--- config.mk ---
export PLATFORM = sky130hd
export DESIGN_NAME = ir_pulse_width_byte_decoder_core
export DESIGN_NICKNAME = d
export VERILOG_FILES = /design/src/rtl/irpwd_pkg.sv /design/src/rtl/irpwd_ctrl.sv /design/src/rtl/irpwd_dpath.sv /design/src/rtl/ir_pulse_width_byte_decoder_core.sv
export SDC_FILE = /design/constraint.sdc
export NUM_CORES = 1
export LEC_CHECK = 0
export ABC_CLOCK_PERIOD_IN_PS = 4500
export BUFFER_PORTS_ARGS = -buffer_cell sky130_fd_sc_hd__buf_4
export CORE_MARGIN = 3
export CORE_UTILIZATION = 40
export CTS_BUF_LIST = sky130_fd_sc_hd__clkbuf_4 sky130_fd_sc_hd__clkbuf_8 sky130_fd_sc_hd__clkbuf_16
export DETAILED_ROUTE_END_ITERATION = 7
export PLACE_DENSITY = 0.56
export SLEW_MARGIN = 20
export SYNTH_ARGS = -nofsm -noshare
export SYNTH_HDL_FRONTEND = slang
export SYNTH_HIERARCHICAL = 1
export SYNTH_SLANG_ARGS = --single-unit
export TNS_END_PERCENT = 50
--- constraint.sdc ---
create_clock -name clk -period 4.5 [get_ports clk]
set_input_delay 0.45 -clock clk [delete_from_list [all_inputs] [get_ports clk]]
set_output_delay 0.45 -clock clk [all_outputs]
set_load 0.005 [all_outputs]
--- src/rtl/irpwd_pkg.sv ---
// Shared types and constants of the IR pulse width byte decoder.
`default_nettype none

package irpwd_pkg;

  localparam int SAMPLES_PER_ITEM_DEF = 8;
  localparam int COUNTER_BITS_DEF     = 16;

  // Configuration registers are 16 bits wide and addressed by a 2-bit index.
  localparam int REG_W     = 16;
  localparam int CFG_IDX_W = 2;

  localparam int DATA_W = 8;

  typedef enum logic [CFG_IDX_W-1:0] {
    CFG_RESYNC_HIGH = 2'd0,
    CFG_HEADER_LOW  = 2'd1,
    CFG_ONE_BIT_LOW = 2'd2,
    CFG_UNUSED      = 2'd3
  } cfg_idx_t;

  // Controller to datapath commands.
  typedef struct packed {
    logic load;  // latch a new sample beat and clear the per-beat flags
    logic step;  // decode one line sample
    logic emit;  // move the per-beat result into the output register
  } dp_cmd_t;

  // Datapath to controller status.
  typedef struct packed {
    logic last_step;  // the current step is the final one for this beat
  } dp_status_t;

endpackage

`default_nettype wire

--- src/rtl/irpwd_ctrl.sv ---
// Controller state machine: sequences accept, sample stepping and result hand-off.
`default_nettype none

module irpwd_ctrl (
  input  wire                   clk,
  input  wire                   rst_n,
  input  wire                   in_tvalid,
  output logic                  in_tready,
  output logic                  out_tvalid,
  input  wire                   out_tready,
  output irpwd_pkg::dp_cmd_t    cmd,
  input  irpwd_pkg::dp_status_t status
);

  typedef enum logic [2:0] {
    ST_IDLE = 3'b001,
    ST_RUN  = 3'b010,
    ST_HOLD = 3'b100
  } state_t;

  state_t state_r, state_nxt;
  logic   out_valid_r, out_valid_nxt;
  logic   out_free;

  // The output register can take a new result when empty or being drained now.
  assign out_free   = !out_valid_r || out_tready;
  assign in_tready  = (state_r == ST_IDLE);
  assign out_tvalid = out_valid_r;

  always_comb begin
    state_nxt     = state_r;
    out_valid_nxt = out_valid_r;
    cmd           = '0;
    if (out_valid_r && out_tready) begin
      out_valid_nxt = 1'b0;
    end
    case (state_r)
      ST_IDLE: begin
        if (in_tvalid) begin
          cmd.load  = 1'b1;
          state_nxt = ST_RUN;
        end
      end
      ST_RUN: begin
        cmd.step = 1'b1;
        if (status.last_step) begin
          if (out_free) begin
            cmd.emit      = 1'b1;
            out_valid_nxt = 1'b1;
            state_nxt     = ST_IDLE;
          end else begin
            state_nxt = ST_HOLD;
          end
        end
      end
      ST_HOLD: begin
        if (out_free) begin
          cmd.emit      = 1'b1;
          out_valid_nxt = 1'b1;
          state_nxt     = ST_IDLE;
        end
      end
      default: begin
        state_nxt = ST_IDLE;
      end
    endcase
  end

  always_ff @(posedge clk) begin
    if (!rst_n) begin
      state_r     <= ST_IDLE;
      out_valid_r <= 1'b0;
    end else begin
      state_r     <= state_nxt;
      out_valid_r <= out_valid_nxt;
    end
  end

endmodule

`default_nettype wire

--- src/rtl/irpwd_dpath.sv ---
// Datapath: configuration registers, per-sample decoder state and the output register.
`default_nettype none

module irpwd_dpath #(
  parameter int SAMPLES_PER_ITEM = irpwd_pkg::SAMPLES_PER_ITEM_DEF,
  parameter int COUNTER_BITS     = irpwd_pkg::COUNTER_BITS_DEF
) (
  input  wire                             clk,
  input  wire                             rst_n,
  input  wire                             cfg_we,
  input  wire [irpwd_pkg::CFG_IDX_W-1:0]  cfg_index,
  input  wire [irpwd_pkg::REG_W-1:0]      cfg_wdata,
  input  wire [SAMPLES_PER_ITEM-1:0]      samples,
  input  irpwd_pkg::dp_cmd_t              cmd,
  output irpwd_pkg::dp_status_t           status,
  output logic [irpwd_pkg::DATA_W-1:0]    data_byte,
  output logic                            byte_ready,
  output logic                            frame_error
);

  localparam int IDX_W  = (SAMPLES_PER_ITEM > 1) ? $clog2(SAMPLES_PER_ITEM) : 1;
  localparam int CW     = COUNTER_BITS;
  localparam int CMPW   = (CW > irpwd_pkg::REG_W) ? CW : irpwd_pkg::REG_W;
  localparam int WINDOW = 8;
  localparam logic [2:0] LAST_BIT = 3'd7;
  localparam logic [CW-1:0] CNT_MAX = {CW{1'b1}};

  typedef enum logic [1:0] {
    PH_RESYNC = 2'd0,
    PH_HEADER = 2'd1,
    PH_HIGH   = 2'd2,
    PH_LOW    = 2'd3
  } phase_t;

  logic [irpwd_pkg::REG_W-1:0] resync_r, header_r, one_bit_r;

  phase_t                            phase_r, phase_nxt;
  logic [CW-1:0]                     tick_r, tick_nxt;
  logic [CW-1:0]                     level_r, level_nxt;
  logic [irpwd_pkg::DATA_W-1:0]      shift_r, shift_nxt;
  logic [2:0]                        bitc_r, bitc_nxt;

  logic [SAMPLES_PER_ITEM-1:0]       samp_r;
  logic [IDX_W-1:0]                  idx_r;
  logic                              item_done_r, item_err_r;
  logic [irpwd_pkg::DATA_W-1:0]      item_byte_r;

  logic s;
  logic step_done, step_err;

  assign s                = samp_r[SAMPLES_PER_ITEM-1];
  assign status.last_step = step_err || (idx_r == IDX_W'(SAMPLES_PER_ITEM - 1));

  function automatic logic [CW-1:0] sat_inc(input logic [CW-1:0] v);
    return (v == CNT_MAX) ? v : v + 1'b1;
  endfunction

  // One sample of the decoder.
  always_comb begin
    phase_nxt = phase_r;
    tick_nxt  = sat_inc(tick_r);
    level_nxt = level_r;
    shift_nxt = shift_r;
    bitc_nxt  = bitc_r;
    step_done = 1'b0;
    step_err  = 1'b0;
    case (phase_r)
      PH_RESYNC: begin
        if (!s) begin
          tick_nxt  = '0;
          level_nxt = '0;
          shift_nxt = '0;
          bitc_nxt  = '0;
        end else if (CMPW'(tick_nxt) > CMPW'(resync_r)) begin
          phase_nxt = PH_HEADER;
        end
      end
      PH_HEADER: begin
        if (!s) begin
          level_nxt = sat_inc(level_r);
          if (CMPW'(level_nxt) >= CMPW'(header_r)) begin
            phase_nxt = PH_HIGH;
            tick_nxt  = '0;
            level_nxt = '0;
          end
        end
      end
      PH_HIGH: begin
        if (s) begin
          if (level_r == '0) begin
            tick_nxt = CW'(1);
          end
          level_nxt = sat_inc(level_r);
        end
        if (tick_nxt >= CW'(WINDOW)) begin
          phase_nxt = PH_LOW;
          tick_nxt  = '0;
          level_nxt = '0;
        end
      end
      PH_LOW: begin
        if (!s) begin
          if (level_r == '0) begin
            tick_nxt = CW'(1);
          end
          level_nxt = sat_inc(level_r);
        end
        if (tick_nxt >= CW'(WINDOW) && level_nxt == '0) begin
          // Empty low window: frame error, back to resync.
          phase_nxt = PH_RESYNC;
          tick_nxt  = '0;
          level_nxt = '0;
          shift_nxt = '0;
          bitc_nxt  = '0;
          step_err  = 1'b1;
        end else if (tick_nxt >= CW'(WINDOW) && s) begin
          shift_nxt = {shift_r[irpwd_pkg::DATA_W-2:0],
                       (CMPW'(level_nxt) >= CMPW'(one_bit_r))};
          phase_nxt = PH_HIGH;
          level_nxt = '0;
          tick_nxt  = '0;
          if (bitc_r == LAST_BIT) begin
            bitc_nxt  = '0;
            step_done = 1'b1;
          end else begin
            bitc_nxt = bitc_r + 3'd1;
          end
        end
      end
      default: begin
        phase_nxt = PH_RESYNC;
      end
    endcase
  end

  // Configuration registers.
  always_ff @(posedge clk) begin
    if (!rst_n) begin
      resync_r  <= irpwd_pkg::REG_W'(40);
      header_r  <= irpwd_pkg::REG_W'(8);
      one_bit_r <= irpwd_pkg::REG_W'(5);
    end else if (cfg_we) begin
      case (irpwd_pkg::cfg_idx_t'(cfg_index))
        irpwd_pkg::CFG_RESYNC_HIGH: resync_r  <= cfg_wdata;
        irpwd_pkg::CFG_HEADER_LOW:  header_r  <= cfg_wdata;
        irpwd_pkg::CFG_ONE_BIT_LOW: one_bit_r <= cfg_wdata;
        default: begin
        end
      endcase
    end
  end

  // Decoder state.
  always_ff @(posedge clk) begin
    if (!rst_n) begin
      phase_r <= PH_RESYNC;
      tick_r  <= '0;
      level_r <= '0;
      shift_r <= '0;
      bitc_r  <= '0;
    end else if (cmd.step) begin
      phase_r <= phase_nxt;
      tick_r  <= tick_nxt;
      level_r <= level_nxt;
      shift_r <= shift_nxt;
      bitc_r  <= bitc_nxt;
    end
  end

  // Sample shifter, step index and per-beat flags.
  always_ff @(posedge clk) begin
    if (!rst_n) begin
      idx_r       <= '0;
      item_done_r <= 1'b0;
      item_err_r  <= 1'b0;
      item_byte_r <= '0;
    end else if (cmd.load) begin
      idx_r       <= '0;
      item_done_r <= 1'b0;
      item_err_r  <= 1'b0;
      item_byte_r <= '0;
    end else if (cmd.step) begin
      idx_r <= idx_r + 1'b1;
      if (step_done) begin
        item_done_r <= 1'b1;
        item_byte_r <= shift_nxt;
      end
      if (step_err) begin
        item_err_r <= 1'b1;
      end
    end
  end

  always_ff @(posedge clk) begin
    if (cmd.load) begin
      samp_r <= samples;
    end else if (cmd.step) begin
      samp_r <= samp_r << 1;
    end
  end

  // Output register; the flag and data bits are qualified by the controller's valid.
  // When the result is taken on the final step, that step's own outcome is merged in.
  always_ff @(posedge clk) begin
    if (cmd.emit) begin
      byte_ready  <= item_done_r || (cmd.step && step_done);
      data_byte   <= (cmd.step && step_done) ? shift_nxt : item_byte_r;
      frame_error <= item_err_r || (cmd.step && step_err);
    end
  end

endmodule

`default_nettype wire

--- src/rtl/ir_pulse_width_byte_decoder_core.sv ---
// Top level of the IR pulse width byte decoder: stream ports, controller and datapath.
`default_nettype none

// Decodes a pulse-width IR line from beats of SAMPLES_PER_ITEM oversampled line levels,
// oldest sample in the highest used bit of in_tdata. The decoder waits for a long idle
// high run, counts a low header, then times each data bit as an eight-tick high window
// and a low window; a bit is 1 when its low count reaches one_bit_low_ticks, and eight
// bits make a byte with the first bit in the MSB. Every input beat gives exactly one
// output beat: out_tuser[0] says a byte completed in that beat (out_tdata is zero
// otherwise) and out_tuser[1] flags a low window without any low sample, after which the
// decoder resyncs and drops the rest of that beat's samples. Each beat is accepted in
// the idle state and then stepped one line sample at a time, ending early after a frame
// error; the datapath steps one sample per cycle through a single decode
// stage. A finished result waits in the output register while the next beat is accepted;
// the block holds only when a second result is ready before the first has been taken.
// Configuration writes take effect at once and should be made while no beat is in work.
module ir_pulse_width_byte_decoder_core #(
  parameter int SAMPLES_PER_ITEM = irpwd_pkg::SAMPLES_PER_ITEM_DEF,
  parameter int COUNTER_BITS     = irpwd_pkg::COUNTER_BITS_DEF,
  localparam int IN_TDATA_W      = ((SAMPLES_PER_ITEM + 7) / 8) * 8
) (
  input  wire                            clk,
  input  wire                            rst_n,
  // Configuration write port.
  input  wire                            cfg_we,
  input  wire [irpwd_pkg::CFG_IDX_W-1:0] cfg_index,
  input  wire [irpwd_pkg::REG_W-1:0]     cfg_wdata,
  // Input stream.
  input  wire                            in_tvalid,
  output logic                           in_tready,
  input  wire [IN_TDATA_W-1:0]           in_tdata,   // sample_byte
  // Output stream.
  output logic                           out_tvalid,
  input  wire                            out_tready,
  output logic [irpwd_pkg::DATA_W-1:0]   out_tdata,  // data_byte
  output logic [1:0]                     out_tuser   // byte_ready, frame_error
);

  irpwd_pkg::dp_cmd_t    cmd;
  irpwd_pkg::dp_status_t status;
  logic                  byte_ready;
  logic                  frame_error;

  irpwd_ctrl u_ctrl (
    .clk        (clk),
    .rst_n      (rst_n),
    .in_tvalid  (in_tvalid),
    .in_tready  (in_tready),
    .out_tvalid (out_tvalid),
    .out_tready (out_tready),
    .cmd        (cmd),
    .status     (status)
  );

  irpwd_dpath #(
    .SAMPLES_PER_ITEM (SAMPLES_PER_ITEM),
    .COUNTER_BITS     (COUNTER_BITS)
  ) u_dpath (
    .clk         (clk),
    .rst_n       (rst_n),
    .cfg_we      (cfg_we),
    .cfg_index   (cfg_index),
    .cfg_wdata   (cfg_wdata),
    .samples     (in_tdata[SAMPLES_PER_ITEM-1:0]),
    .cmd         (cmd),
    .status      (status),
    .data_byte   (out_tdata),
    .byte_ready  (byte_ready),
    .frame_error (frame_error)
  );

  assign out_tuser = {frame_error, byte_ready};

endmodule

`default_nettype wire

==> results.yml, run 1 <==
sta:
  tightest_slew_ns: 1.01
  finalSetupTns_ns: 0
  period_minus_slack_ns: 4.23
  fin_skew_ns: 0.0137
  relSlewSlack_pct: 32.3
  setup_ws_ns: 0.275
  hold_viol_final: 0
  rsz0062_at_grt: "false"
  setup_viol: 0
  period_share_pct: 93.9
  slew_viol_final: 0
  max_freq_mhz: 237
clocking:
  numCtsBuffers: 17
  clock_latency_ns: 0.43
  cts_resized: 0
  clk_pin_slew_ns: 0.06
  cts_num_sinks: 128
  htree_levels: 4
  cts_tree: "built"
  post_cts_buffers: 0
  cts-hold-fix-buffers: 0
  clock_path_buffers: 2
  cts-root-buf: "clkbuf_16"
power:
  vdd_drop_max_uv: 266
  power.density_mw_per_mm2: 296
  leakagePower_nw: 3.65
layout:
  area_delta_synth_final_pct: 13.8
  fillerInstances: 2008
  nets: 1122
  post-route-util_pct: 47.3
  drive_gt1_share_pct: 15.1
  antennaDiodeCount: 0
worst_setup_path:
  path_class: "reg2reg"
  crit_path_max_incr_delay_ns: 0.56
  worstReg2RegEnd: "u_dpath/phase_r[1]"
  r2r_start: "u_dpath/tick_r[0]"
  cp.required_ns: 4.83
  endpoint_kind: "flop"
  reg2reg_depth: 16
  crit_chain: "ha_1, nand3_1, nor3_1, nand2b_1, mux2_2, ha_1, nor2b_1, o21a_1, o21a_1, o21ai_0, a211oi_1, a2111oi_1, buf_4, a2111oi_1, nor3b_1, o32ai_1"
  cp-start-kind: "flop"
  rrSetupSlack_ns: 0.27
  cp_data_arrival_time_ns: 4.55
  critical_path.slowest_cell: "a2111oi_1"
  critPathMaxFanout: 7
status:
  status: "complete, no violations"
global_routing:
  met2_usage_pct: 31.1
  antenna_found_initial: 0
  grt_overflow: 0
  met3_usage_pct: 3.39
  grt_max_degree: 50
  grt.met1_usage_pct: 31.8
  grt.busiest_layer: "met1"
  grt_pass1_wl_um: 37600
  grtUsageTotal_pct: 21.3
  grt_pass1_vias: 6730
die:
  die_height_um: 150
  die-area_mm2: 0.0224
  fp.dieW_um: 150
  coreArea_mm2: 0.0198
  num_rows: 51
  ios: 43
  initial_core_util_pct: 41.6
synth:
  synth_nets: 1098
  synthArstFlopShare_pct: 0
  ys_types: 86
  synth_edf_count: 18
  seq_area_frac_synth_pct: 33.3
  synth-seq-cells: 128
  yosysWarnings: 6
  synthCells: 1009
  mappedNetlistArea_mm2: 0.00825
  synth_ff_type: "dfxtp_1"
  syn_area_per_cell_um2: 8.17
placement:
  hpwl_um: 17300
  place_ws_ns: 0.375
  place.gp.congestion: 0.911
  port_buffers: 42
worst_hold_path:
  whs_path_depth: 3
  worstHoldStart: "cfg_wdata[0]"
  min_to: "u_dpath/one_bit_r[0]"
  min_path_type: "in2reg"
drt:
  drc_errors: 0
  dr.pass1.iters: 5
  viasPerCell: 5.61
  vias: 7352
  drtIter0Drc: 553
  wl_per_cell_um: 17.7
  ant_nets: 0
  wirelength_um: 23300
run:
  cap_violations: 0
[layout by cell type, fill, tap and decap left out, types with 5 or more instances in the layout]
cell type	Yosys	routed
o21ai_1	5	5
a31oi_1	16	16
xnor2_1	20	20
edfxtp_1	18	18
buf_4	8	65
nor4_1	8	8
o21ai_0	43	43
nand2b_1	14	14
xor2_1	10	10
clkbuf_16	0	17
a21oi_1	76	76
inv_8	0	5
a21o_1	10	10
or3_1	6	6
nor2_1	55	53
nand3b_1	6	6
o21a_1	8	8
ha_1	58	58
dfxtp_1	110	110
nor3b_1	6	5
o211ai_1	11	11
inv_6	0	6
nand4_1	17	17
nor2b_1	8	8
mux2_2	10	10
mux2i_1	11	11
nand2_1	163	163
nand3_1	28	28
inv_1	68	68
or2_2	7	7
and3_1	14	14
and4_1	7	7
a211oi_1	5	5
and2_1	7	7
a311oi_1	6	6
a32o_1	9	9
nor3_1	23	22
[critical path, delay by kind of cell (launching register included)]
family	cells	cell delay, ns
AND/OR/NAND/NOR	5	1.13
adder cells (fa/ha/maj)	2	0.59
multiplexers	1	0.34
flip-flops	1	0.44
buffers and inverters	1	0.21
AO/OA/AOI/OAI	7	1.42
[stage by stage]
step                hold WS, ns  cell area, um2  total power, mW  cells
floorplan                 0.436            8250             1.37   1009
global placement          0.443            8800             1.46   1279
detailed placement        0.449            8800             1.46   1279
CTS                       0.272            9360             2.80   1311
global route              0.285            9380             2.89   1311
finish                    0.282            9380             2.78   1311
[per-layer routing]
metal  up-vias  wire length [um]
li1       3674                 -
met2       219             10300
met1      3428             11300
met4         0               484
met5         -                 0
met3        31              1240
[cells by family (layout without fill, tap and decap cells)]
| group | after synthesis | in the layout | synth area share, % |
|---|---|---|---|
| DFF | 128 | 128 | 33.3 |
| xor gates and xnor gates | 30 | 30 | 3.19 |
| muxes | 21 | 21 | 2.70 |
| buffers and inverters | 128 | 165 | 6.46 |
| adders and majority gates | 59 | 59 | 8.92 |
| and+or+nand+nor | 399 | 399 | 25.3 |
| AOI/OAI and AO/OA | 244 | 244 | 20.2 |
[worst max-delay path by stage]
| stage | cells after the start | to | from |
|---|---|---|---|
| global placement | 16 | u_dpath/phase_r[1] | u_dpath/tick_r[0] |
| CTS | 16 | u_dpath/phase_r[1] | u_dpath/tick_r[0] |
| global route | 16 | u_dpath/phase_r[1] | u_dpath/tick_r[1] |
| finish | 16 | u_dpath/phase_r[1] | u_dpath/tick_r[0] |
| floorplan | 12 | u_dpath/byte_ready | u_dpath/level_r[0] |
| detailed placement | 16 | u_dpath/phase_r[1] | u_dpath/tick_r[0] |
[final cells by class]
class,instances,area [um2],area share [%]
Clock inverter,15,140,1.49
Tap cell,265,332,3.53
Multi-Input combinational cell,753,5000,53.3
Sequential cell,128,2740,29.2
Inverter,68,255,2.72
Clock buffer,17,425,4.53
Timing Repair Buffer,65,488,5.20
[registers in the layout (all words and copies together) (netlist names), 2 cells and up]
register,flops
u_dpath/phase_r,2
u_dpath/level_r,16
u_dpath/one_bit_r,16
u_ctrl/state_r,3
u_dpath/idx_r,3
u_dpath/bitc_r,3
u_dpath/item_byte_r,8
u_dpath/tick_r,16
u_dpath/shift_r,8
u_dpath/resync_r,16
u_dpath/samp_r,8
u_dpath/header_r,16
u_dpath/data_byte,8
[power by group]
part / switching, mW / internal [mW]
sequential: 0.0160 / 1.19
clock: 0.604 / 0.733
combinational: 0.145 / 0.0928
[Yosys cell counts, drive strengths merged (5+ instances only)]
library cell / instances / area (um2)
nand2: 164 / 623
nand3: 32 / 180
a31oi: 17 / 121
a211oi: 7 / 62.6
dfxtp: 110 / 2200
and2: 7 / 43.8
ha: 58 / 726
mux2: 10 / 113
a32o: 9 / 90.1
or3: 7 / 48.8
o21a: 8 / 60.1
buf: 29 / 161
nor2b: 8 / 50.1
nand3b: 6 / 45.0
nor3b: 6 / 45.0
nor2: 56 / 226
and3: 14 / 87.6
edfxtp: 18 / 541
xor2: 10 / 87.6
or2: 8 / 50.1
o211ai: 12 / 95.1
a21oi: 78 / 405
xnor2: 20 / 175
inv: 68 / 255
a21o: 10 / 75.1
o21ai: 52 / 275
nor4: 11 / 96.3
mux2i: 11 / 110
clkbuf: 31 / 116
nand4: 20 / 144
and4: 8 / 72.6
a41oi: 5 / 58.8
a311oi: 8 / 82.6
nor3: 24 / 125
nand2b: 14 / 87.6
(Power assumes the default switching activity.)
==> inputs of run 2 (changes only) <==
--- a/config.mk
+++ b/config.mk
@@ -15,6 +15,5 @@
 export SLEW_MARGIN = 20
 export SYNTH_ARGS = -nofsm -noshare
 export SYNTH_HDL_FRONTEND = slang
-export SYNTH_HIERARCHICAL = 1
 export SYNTH_SLANG_ARGS = --single-unit
 export TNS_END_PERCENT = 50
==> results.yml, run 2 <==
drt:
  viasPerCell: 5.44
  vias: 7232
  dr.pass1.iters: 7
  drc_errors: 0
  wl_per_cell_um: 16.7
  wirelength_um: 22200
  ant_nets: 0
  drtIter0Drc: 646
sta:
  period_minus_slack_ns: 3.97
  tightest_slew_ns: 1.07
  fin_skew_ns: 0.0102
  setup_viol: 0
  rsz0062_at_grt: "false"
  finalSetupTns_ns: 0
  relSlewSlack_pct: 28.4
  max_freq_mhz: 252
  slew_viol_final: 0
  period_share_pct: 88.2
  hold_viol_final: 0
clocking:
  clock_path_buffers: 2
  cts-root-buf: "clkbuf_16"
  cts_num_sinks: 128
  htree_levels: 4
  post_cts_buffers: 0
  cts_tree: "built"
  numCtsBuffers: 17
  clk_pin_slew_ns: 0.06
  clock_latency_ns: 0.42
  cts-hold-fix-buffers: 0
  cts_resized: 0
layout:
  fillerInstances: 1933
  nets: 1140
  final_cell_mix: "nand2_1 (184), dfxtp_1 (110), inv_1 (81)"
  antennaDiodeCount: 0
  drive_gt1_share_pct: 12.6
  layout_commonest_cell: "nand2_1"
  design_area_mm2: 0.00934
  post-route-util_pct: 47.4
  area_delta_synth_final_pct: 14.9
global_routing:
  grt_pass1_wl_um: 36100
  antenna_found_initial: 0
  grt_max_degree: 56
  grt_pass1_vias: 6763
  grtUsageTotal_pct: 20.4
  grt_overflow: 0
placement:
  post_dp_cell_area_mm2: 0.00871
  hpwl_um: 16400
  port_buffers: 42
  place.gp.congestion: 0.885
synth:
  synth-seq-cells: 128
  ys_types: 81
  synthArstFlopShare_pct: 0
  yosysTopAreaCell: "dfxtp_1"
  synth_ff_type: "dfxtp_1"
  mappedNetlistArea_mm2: 0.00813
  yosys-top-cells-count: "nand2_1 (184), dfxtp_1 (110), inv_1 (82)"
  synthCells: 1027
  seq_area_frac_synth_pct: 33.7
  synth_area_leaders: "dfxtp_1 (27%), ha_1 (8.9%), nand2_1 (8.5%), edfxtp_1 (6.6%), a21oi_1 (4.4%)"
  syn_area_per_cell_um2: 7.92
  synth_most_common_cell: "nand2_1"
  synth_top_cell_area_share_pct: 27.1
  synth_edf_count: 18
  synth_nets: 1116
  yosysWarnings: 0
worst_setup_path:
  cp.required_ns: 4.86
  endpoint_kind: "flop"
  rrSetupSlack_ns: 0.53
  critPathMaxFanout: 6
  path_class: "reg2reg"
  r2r_start: "u_dpath.level_r[0]"
  crit_family: "simple AND/OR/NAND/NOR gates"
  critical_path.slowest_cell: "or4_1"
  crit_chain: "ha_1, nand2_1, or4_1, nor2_1, buf_4, nor2_1, xor2_1, ha_1, a21o_1, a21o_1, a21oi_1, o31a_1, o21bai_1, a21oi_1, a211oi_2, nor3_1, a22o_1"
  cp-start-kind: "flop"
  cp_data_arrival_time_ns: 4.33
  reg2reg_depth: 17
  worstReg2RegEnd: "u_dpath.tick_r[3]"
  crit_path_max_incr_delay_ns: 0.62
  critPathBufInv: 1
power:
  leakagePower_nw: 3.87
  vdd_drop_max_uv: 257
  power.density_mw_per_mm2: 311
worst_hold_path:
  worstHoldStart: "cfg_wdata[3]"
  whs_path_depth: 3
  min_to: "u_dpath.header_r[3]"
  min_path_type: "in2reg"
run:
  cap_violations: 0
die:
  fp.dieW_um: 149
  num_rows: 51
  die_height_um: 149
  coreArea_mm2: 0.0197
  die-area_mm2: 0.0221
  ios: 43
  initial_core_util_pct: 41.2
status:
  status: "complete, no violations"
==> run 2: cell types whose count changed after synthesis, moves of 8 or more <==
cell     change
inv_1       +14
a32o_1       -9
o21ai_0     -14
a31oi_1      -8
nand2_1     +21
nor2_1       +8
a22o_1       +8
mux2_2       -9
==> run 2: worst reg2reg max path: cells and delay by family (launching register included) <==
| kind | cells | cell delay [ns] |
|---|---|---|
| AO/OA/AOI/OAI | 8 | 1.33 |
| XOR/XNOR | 1 | 0.21 |
| adder cells (fa/ha/maj) | 2 | 0.46 |
| buffers and inverters | 1 | 0.16 |
| flip-flops | 1 | 0.36 |
| AND/OR/NAND/NOR | 5 | 1.38 |
==> run 2: logic make-up after synthesis <==
family                   synth area share (%)
AO/OA/AOI/OAI                            20.2
XOR/XNOR                                 3.02
adder cells (fa/ha/maj)                  9.05
buffers and inverters                    7.56
flip-flops                               33.7
multiplexers                             1.49
AND/OR/NAND/NOR                          25.0
==> run 2: where the power goes <==
| part | internal (mW) | switching [mW] |
|---|---|---|
| combinational | 0.0779 | 0.143 |
| sequential | 1.19 | 0.0138 |
| clock | 0.922 | 0.562 |
| total | 2.19 | 0.720 |
==> run 2: worst max path at each step <==
stage / slack (ns) / end / depth (start not counted) / start
3_5_place_dp: 0.59 / u_dpath.tick_r[15] / 17 / u_dpath.level_r[0]
4_1_cts: 0.56 / u_dpath.tick_r[3] / 17 / u_dpath.level_r[0]
6_report: 0.53 / u_dpath.tick_r[3] / 17 / u_dpath.level_r[0]
3_3_place_gp: 0.61 / u_dpath.tick_r[13] / 16 / u_dpath.level_r[4]
2_1_floorplan: 0.62 / u_dpath.level_r[2] / 18 / u_dpath.level_r[1]
5_1_grt: 0.21 / u_dpath.phase_r[1] / 16 / u_dpath.tick_r[1]
==> run 2: metrics by stage <==
step / std cells / hold slack, ns / power, mW / worst slack, ns
after floorplan: 1027 / 0.436 / 1.36 / 0.620
after global placement: 1297 / 0.442 / 1.45 / 0.611
after detailed placement: 1297 / 0.448 / 1.45 / 0.594
after CTS: 1329 / 0.268 / 2.94 / 0.558
after global routing: 1329 / 0.287 / 3.01 / 0.206
final: 1329 / 0.284 / 2.91 / 0.531
==> run 2: layout make-up <==
cell class	instances	area [um2]	area share (%)
Clock inverter	13	175	1.87
Clock buffer	19	458	4.90
Tap cell	265	332	3.55
Sequential cell	128	2740	29.4
Multi-Input combinational cell	749	4780	51.2
Inverter	82	308	3.29
Timing Repair Buffer	73	548	5.87
==> run 2: per-layer routing <==
metal / part of all wire (%) / vias up / track usage, %
met3: 4.5 / 26 / 3.84
li1: - / 3671 / -
met2: 44 / 184 / 30.4
met5: 0 / - / 0
met4: 1.8 / 0 / 6.70
met1: 50 / 3351 / 29.7
==> inputs of run 3 (changes only) <==
--- a/config.mk
+++ b/config.mk
@@ -7,11 +7,13 @@
 export LEC_CHECK = 0
 export ABC_CLOCK_PERIOD_IN_PS = 4500
 export BUFFER_PORTS_ARGS = -buffer_cell sky130_fd_sc_hd__buf_4
+export CELL_PAD_IN_SITES_DETAIL_PLACEMENT = 0
+export CELL_PAD_IN_SITES_GLOBAL_PLACEMENT = 1
 export CORE_MARGIN = 3
 export CORE_UTILIZATION = 40
 export CTS_BUF_LIST = sky130_fd_sc_hd__clkbuf_4 sky130_fd_sc_hd__clkbuf_8 sky130_fd_sc_hd__clkbuf_16
 export DETAILED_ROUTE_END_ITERATION = 7
-export PLACE_DENSITY = 0.56
+export PLACE_DENSITY = 0.71
 export SLEW_MARGIN = 20
 export SYNTH_ARGS = -nofsm -noshare
 export SYNTH_HDL_FRONTEND = slang
==> results.yml, run 3 (synthesized netlist as in run 2, its figures left out) <==
sta:
  timing.hold.ws_ns: 0.278
  period_minus_slack_ns: 4.05
  hold_viol_final: 0
  slew_viol_final: 0
  max_freq_mhz: 247
  fin_skew_ns: 0.0109
  finalSetupTns_ns: 0
  period_share_pct: 90.1
  relSlewSlack_pct: 50.6
  tightest_slew_ns: 0.734
  setup_viol: 0
  rsz0062_at_grt: "false"
layout:
  post-route-util_pct: 47.4
  area_delta_synth_final_pct: 15.0
  final_cell_mix: "nand2_1 (184), dfxtp_1 (110), inv_1 (81)"
  multiInputGateArea_mm2: 0.00479
  antennaDiodeCount: 0
  design_area_mm2: 0.00935
  fillerInstances: 1982
  drive_gt1_share_pct: 12.9
  seqCellArea_mm2: 0.00274
  layout_commonest_cell: "nand2_1"
  nets: 1144
run:
  cap_violations: 0
die:
  initial_core_util_pct: 41.2
  ios: 43
  fp.dieW_um: 149
  num_rows: 51
  coreArea_mm2: 0.0197
  die_height_um: 149
  die-area_mm2: 0.0221
worst_hold_path:
  whs_path_depth: 3
  min_path_type: "in2reg"
worst_setup_path:
  critPathBufInv: 0
  critPathMaxFanout: 11
  path_class: "reg2reg"
  cp_num_cells: 15
  crit_family: "compound AO/OA/AOI/OAI gates"
  critical_path.slowest_cell: "o21ai_0"
  cp-start-kind: "flop"
  crit_chain: "ha_1, nand2_1, nor4_2, nand2_1, o21ai_0, o21a_1, ha_1, a21o_1, a21o_1, a211o_1, o2111ai_1, a21oi_1, o2111a_1, a32oi_1, nand2_1"
  endpoint_kind: "flop"
  cp_data_arrival_time_ns: 4.23
  cp.required_ns: 4.67
  crit_path_max_incr_delay_ns: 0.51
  crit_top_cell: "nand2_1"
  reg2reg_depth: 15
clocking:
  clock_latency_ns: 0.43
  clk_pin_slew_ns: 0.06
  htree_levels: 4
  cts_tree: "built"
  cts-hold-fix-buffers: 0
  cts_num_sinks: 128
  cts_resized: 0
  clock_path_buffers: 2
  numCtsBuffers: 17
  post_cts_buffers: 0
  cts-root-buf: "clkbuf_16"
drt:
  vias: 7317
  dr.pass1.iters: 8
  viasPerCell: 5.49
  wl_per_cell_um: 17.4
  drtIter0Drc: 560
  wirelength_um: 23200
  drc_errors: 1
  ant_nets: 0
placement:
  post_dp_cell_area_mm2: 0.00874
  port_buffers: 42
  place.gp.congestion: 0.897
  hpwl_um: 17100
status:
  violations: "DRC"
  status: "complete, but fails checks"
power:
  vdd_drop_max_uv: 294
  power.density_mw_per_mm2: 305
  leakagePower_nw: 3.88
  finalPower_mw: 2.85
global_routing:
  grt_pass1_wl_um: 37400
  grtUsageTotal_pct: 21.4
  grt_max_degree: 55
  antenna_found_initial: 0
  grt_overflow: 0
  grt_pass1_vias: 6851
run 3: final cells by class:
class                      count  share of cell area (%)
timing repair buffer          77                    6.19
clock inverter                15                    1.86
inverter                      82                    3.29
clock buffer                  17                    4.55
sequential                   128                    29.3
tap                          265                    3.55
multi-input combinational    749                    51.2
run 3: stage by stage:
| step | setup WS [ns] | cells |
|---|---|---|
| 2_1_floorplan | 0.620 | 1027 |
| 3_3_place_gp | 0.537 | 1301 |
| 3_5_place_dp | 0.525 | 1301 |
| 4_1_cts | 0.505 | 1333 |
| 5_1_grt | 0.121 | 1333 |
| 6_report | 0.445 | 1333 |
run 3: worst paths after layout:
check                       startpoint              endpoint  slack (ns)
setup reg to reg    u_dpath.level_r[1]  u_dpath.data_byte[0]        0.45
hold / removal            cfg_wdata[3]   u_dpath.header_r[3]        0.28
setup / recovery    u_dpath.level_r[1]  u_dpath.data_byte[0]        0.45
hold reg to reg   u_dpath.resync_r[11]  u_dpath.resync_r[11]        0.45
run 3: power by group:
group / internal [mW] / switching (mW)
Combinational: 0.0799 / 0.145
Clock: 0.834 / 0.593
Sequential: 1.19 / 0.0142
Total: 2.10 / 0.752
run 3: worst reg2reg max path, delay by kind of cell, from the launching register on:
| kind | cells | cell delay (ns) |
|---|---|---|
| fa+ha+maj | 2 | 0.45 |
| compound gates | 9 | 2.12 |
| simple gates | 4 | 0.79 |
| flops | 1 | 0.46 |
run 3: per-layer routing:
metal	wire [um]	share of wire, %	global-route usage, %
met5	0	0	0
met4	340	1.5	6.00
met3	1130	4.9	3.35
met2	10100	44	32.0
met1	11600	50	31.9
